### src/sv/bfdh_pkg.sv
// shared types and constants for the bloom filter
`timescale 1ns / 1ps
`default_nettype none
package bfdh_pkg;
  localparam int MaxBits = 65536;
  localparam int AddrW = $clog2(MaxBits);
  localparam logic [1:0] OP_INSERT = 2'd0;
  localparam logic [1:0] OP_QUERY = 2'd1;
  localparam logic [1:0] OP_CLEAR = 2'd2;
  localparam logic REG_NUM_BITS = 1'b0;
  localparam logic REG_NUM_HASHES = 1'b1;
  typedef struct packed {
    logic [1:0] op;
    logic [31:0] a;
    logic [31:0] b;
  } cmd_t;
endpackage
`default_nettype wire

### src/sv/bfdh_front.sv
// front end: accepts items, stores op and hash halves in a two-entry command queue
`timescale 1ns / 1ps
`default_nettype none
module bfdh_front (
  input wire logic clk,
  input wire logic rst,
  input wire logic in_valid,
  output logic in_ready,
  input wire logic [1:0] op,
  input wire logic [63:0] hash,
  output logic q_valid,
  input wire logic q_ready,
  output bfdh_pkg::cmd_t q_cmd
);
  import bfdh_pkg::*;
  cmd_t mem [2];
  logic wp, rp;
  logic [1:0] cnt;
  logic push, pop;
  assign in_ready = (cnt != 2'd2);
  assign q_valid = (cnt != 2'd0);
  assign q_cmd = mem[rp];
  assign push = in_valid && in_ready;
  assign pop = q_valid && q_ready;
  always_ff @(posedge clk) begin
    if (push) begin
      mem[wp] <= '{op: op, a: hash[31:0], b: hash[63:32]};
    end
    if (rst) begin
      wp <= 1'b0;
      rp <= 1'b0;
      cnt <= 2'd0;
    end else begin
      if (push) wp <= ~wp;
      if (pop) rp <= ~rp;
      cnt <= cnt + {1'b0, push} - {1'b0, pop};
    end
  end
endmodule
`default_nettype wire

### config.mk
export PLATFORM = sky130hd
export DESIGN_NAME = bfdh_front
export DESIGN_NICKNAME = d
export VERILOG_FILES = /design/src/sv/bfdh_pkg.sv /design/src/sv/bfdh_front.sv
export SDC_FILE = /design/constraint.sdc
export NUM_CORES = 1
export LEC_CHECK = 0
export ABC_AREA = 0
export BUFFER_PORTS_ARGS = -buffer_cell sky130_fd_sc_hd__buf_2
export CORE_MARGIN = 2
export CORE_UTILIZATION = 32
export CTS_CLUSTER_SIZE = 30
export DETAILED_ROUTE_END_ITERATION = 10
export PLACE_DENSITY = 0.56
export REMOVE_ABC_BUFFERS = 1
export SYNTH_ARGS = -nofsm -noshare
export SYNTH_HDL_FRONTEND = slang
export SYNTH_SLANG_ARGS = --single-unit
### constraint.sdc
create_clock -name clk -period 10.4 [get_ports clk]
set_clock_uncertainty 0.2 [all_clocks]
set_input_delay 0.52 -clock clk [delete_from_list [all_inputs] [get_ports clk]]
set_output_delay 0.52 -clock clk [all_outputs]
set_load 0.01 [all_outputs]
; Yosys cells after proc, flatten, opt, wreduce, memory -nomap -nowiden
; Memory sizes are Yosys's and may differ from the RTL's. A register that Yosys moved wholly into a read port is not among the register bits.
; Index checks and enable logic that the tools add are counted.
[word_totals]
register_bits = 4
ramBits = 132
inputBits = 70
output_inout_bits = 68
elab_cells = 16
memories = 1
[op_classes]
addsub = 2
eq_ne = 1
muxes = 4
bitwise = 2
reduce_logical = 3
[memory_table]
columns = name, depth, width, rd, rd_clocked_by_memory_dff, write_ports, line
row1 = mem, 2, 66, 1, 1, 1, bfdh_front.sv:16  ; cmd_t mem [2];
[op_table]
columns = cell, count
row1 = two-way mux 1 bit, 4
row2 = adder 2 x 1 -> 2 bit, 1
row3 = logical AND 1 bit, 2
row4 = inequality test 2 bit (second input constant), 1
row5 = inverter 1 bit, 2
row6 = nonzero test 2 bit, 1
row7 = subtractor 2 x 1 -> 2 bit, 1

; Depth between registers and ports, before layout
[depth]
word_depth = 4
depth_mapped = 8
mapped_depth_nobuf = 8

; Worst setup path after synthesis
; No wires, ideal clock.
[synth_path]
path_type = input port to flip-flop
start = in in_valid
end = mem mem[0][0] in the netlist's numbering (enable)
setup_time_ns = 0.490
arrival_time_ns = 3.362
t_required_ns = 9.710
setup_slack_ns = 6.348
stages = 2
path_buffers = 0
path_cell_list = nand2_1 nor2_1
[synth_between]
elab_chain_cells = 3
[synth_rtl]
columns = element, line
row1 = from (decl), bfdh_front.sv:7  ; input wire logic in_valid,
row2 = logical AND 1 bit, bfdh_front.sv:23  ; assign push = in_valid && in_ready;
row3 = two-way mux 1 bit, bfdh_front.sv:26  ; if (push) begin
row4 = two-way mux 1 bit (implied by the code), bfdh_front.sv:27  ; mem[wp] <= '{op: op, a: hash[31:0], b: hash[63:32]};
row5 = to (decl), bfdh_front.sv:16
; Every way passes these cells.

==> results by group <==
Outcome
  • Status: finished clean

Setup path
  • Max incr delay on CP: 1.06 ns
  • Crit. End Element: output pin
  • Slowest CP cell: dfxtp_4
  • Startpoint types: flip-flop
  • Crit Path Category: flip-flop to output pin
  • CP top delay family: flip-flops
  • Crit path arrival time: 2.16 ns
  • Critical-path cell list: mux2_2 > buf_2
  • CP Buf/Inv Count: 1
  • Critical Path Fanout Max: 66
  • Worst EP required: 9.68 ns

Drt
  • DRC: 0
  • Number of vias per cell: 4.23
  • DR iter-0 viols: 107
  • Detailed-route via count: 2569
  • Final wirelength: 9.13 mm
  • Avg WL per Cell: 15.0 um
  • Drt pass-1 iters: 4
  • DRT antenna net count: 0

Final layout
  • Layout cell share with drive strength beyond 1: 61.2%
  • Commonest non-fill, non-tap cells in the layout: buf_2 (137), edfxtp_1 (132), mux2_4 (40)
  • Commonest non-fill, non-tap cell in the layout: buf_2
  • Diodes inserted: 0
  • Area grow syn2layout: 29.6%
  • Final non-filler cell total: 608
  • Fin nets: 451

Place
  • Post-Place Worst Slack: 7.61 ns
  • Final GP Congestion: 0.679
  • DP HPWL: 5.62 mm
  • Placed insts: 576
  • Count of input and output buffers: 137

Floorplanning
  • Io pins: 138
  • Die ar.: 17100 sq um
  • Die X: 131 um
  • Die H: 131 um
  • Placement Rows: 46
  • Core area: 15800 sq um
  • Starting Density: 32.6%

Clocking
  • CTS tree: done
  • # clock sinks: 137
  • Clock buffer depth: 2
  • Later-pin clock latency in the skew report: 0.41 ns
  • Total CTS buffers: 17
  • CTS clk-pin slew, worst paths: 0.06 ns
  • Hold_buf cts: 0
  • Clk root buf: clkbuf_16
  • Postcts setup bufs: 0
  • H-Tree Depth: 4
  • Post-CTS sizing: 0

Yosys
  • Seq/Total Area, Yosys: 78.9%
  • Synthesized area per cell: 22.5 sq um
  • Xor/xnor share of the synthesized area: 0.510%
  • Compound-cell area share of the yosys netlist: 0.146%
  • Cells after synthesis: 229
  • Adder-Cell Fraction of Synth Area: 0.486%
  • Unique masters post-synth: 17
  • Yosys reg bits: 137
  • Synthesized area: 5150 sq um
  • Main combinational cell family by area after synthesis: multiplexers
  • Yosys warning count: 0
  • Multiplexer share of the synthesized area: 17.6%
  • Area share of and/or/nand/nor cells after synthesis: 1.09%

Job
  • # Max-Cap Violations: 0

STA
  • Slew Viols, Final: 0
  • Max-Slew Margin vs Limit: 23.8%
  • Worst Tran Pin Value: 1.14 ns
  • Max Fclk: 347 MHz
  • RSZ-0062 raised after global routing: no
  • Worst setup margin: 7.52 ns
  • Fin crit period: 2.88 ns
  • Final hold violations: 0
  • TNS Setup: 0 ns
  • Setup violations, final: 0
  • Tcrit/Tclk final: 27.7%

Power
  • Pleak: 2.57 nW
  • Maximum VDD drop: 0.000130 V
  • Power Dens Cells: 257 nW/um^2

Global routing
  • Vias in the first global route: 2656
  • Overflow after GRT: 0
  • All-Layer GR Usage: 10.8%
  • Initial antenna violation count: 0
  • First-pass GRT wire length: 13.5 mm
  • Largest net degree at the start of global routing: 67

Hold path
  • Hold Crit Class: primary input to flip-flop
==> metal layers <==
metal / vias up / GRT usage, % / wire length (um)
met2: 93 / 16.8 / 4440
met5: - / 0 / 0
li1: 1204 / - / -
met3: 11 / 5.17 / 680
met4: 0 / 4.88 / 108
met1: 1261 / 12.9 / 3910
==> state kept, by name (all words and copies together), names as in the netlist, named ones only <==
name  count
cnt       2
wp        1
rp        1
mem     132
==> cell families (layout without fill, tap and decap cells) <==
logic type / count (synthesis) / count (layout)
DFF: 137 / 137
and+or+nand+nor: 11 / 11
muxes: 67 / 67
buffers and inverters: 8 / 171
adders and majority gates: 2 / 2
xor gates and xnor gates: 3 / 3
AOI/OAI and AO/OA: 1 / 1
==> final cells by class <==
class                   instances  area (sq um)
multi-input cells              84          1030
clock inverters                13           178
flip-flops and latches        137          4070
inverters                       1          3.75
repair buffers                138           693
clock buffers                  19           433
well taps                     216           270
fillers                      1445          9150
==> report_power, final <==
| group | internal (W) | leakage, nW | switching, W |
|---|---|---|---|
| registers | 0.000695 | 1.28 | 0.0000594 |
| clock network | 0.000399 | 0.296 | 0.000219 |
| logic | 0.000190 | 0.993 | 0.000152 |
==> synthesized netlist by cell type, drive strengths merged <==
cell,count,area (sq um)
nand2,1,3.75
nor2b,2,12.5
ha,2,25.0
edfxtp,132,3960
nand2b,1,8.76
o21a,1,7.51
inv,1,3.75
and3,1,6.26
mux2,67,905
or2,1,6.26
xor2,1,8.76
dfxtp,5,100
xnor2,2,17.5
buf,7,66.3
nor2,5,18.8
==> stage by stage <==
stage                     total power, W  hold WS (ns)  cell area, sq um  utilization [%]
after floorplan                 0.000992         0.281              5090                -
after global placement           0.00111         0.293              6070             38.3
after detailed placement         0.00112         0.306              6070             38.3
after CTS                        0.00175        0.0723              6680             42.2
after global routing             0.00180        0.0696              6680             42.2
final                            0.00172        0.0979              6680             42.2
==> path summary, 6_finish.rpt <==
| kind | slack, ns | startpoint | cells past startpoint | end |
|---|---|---|---|---|
| worst min register to register | 0.32 | rp | 2 | rp |
| worst max register to register | 7.77 | cnt[0] | 4 | mem[0][51] |
| worst max-delay path | 7.52 | flip-flop | 2 | q_cmd[14] |
| worst min-delay path | 0.1 | hash[57] | 1 | mem[1][25] |
(Power assumes the default switching activity.)
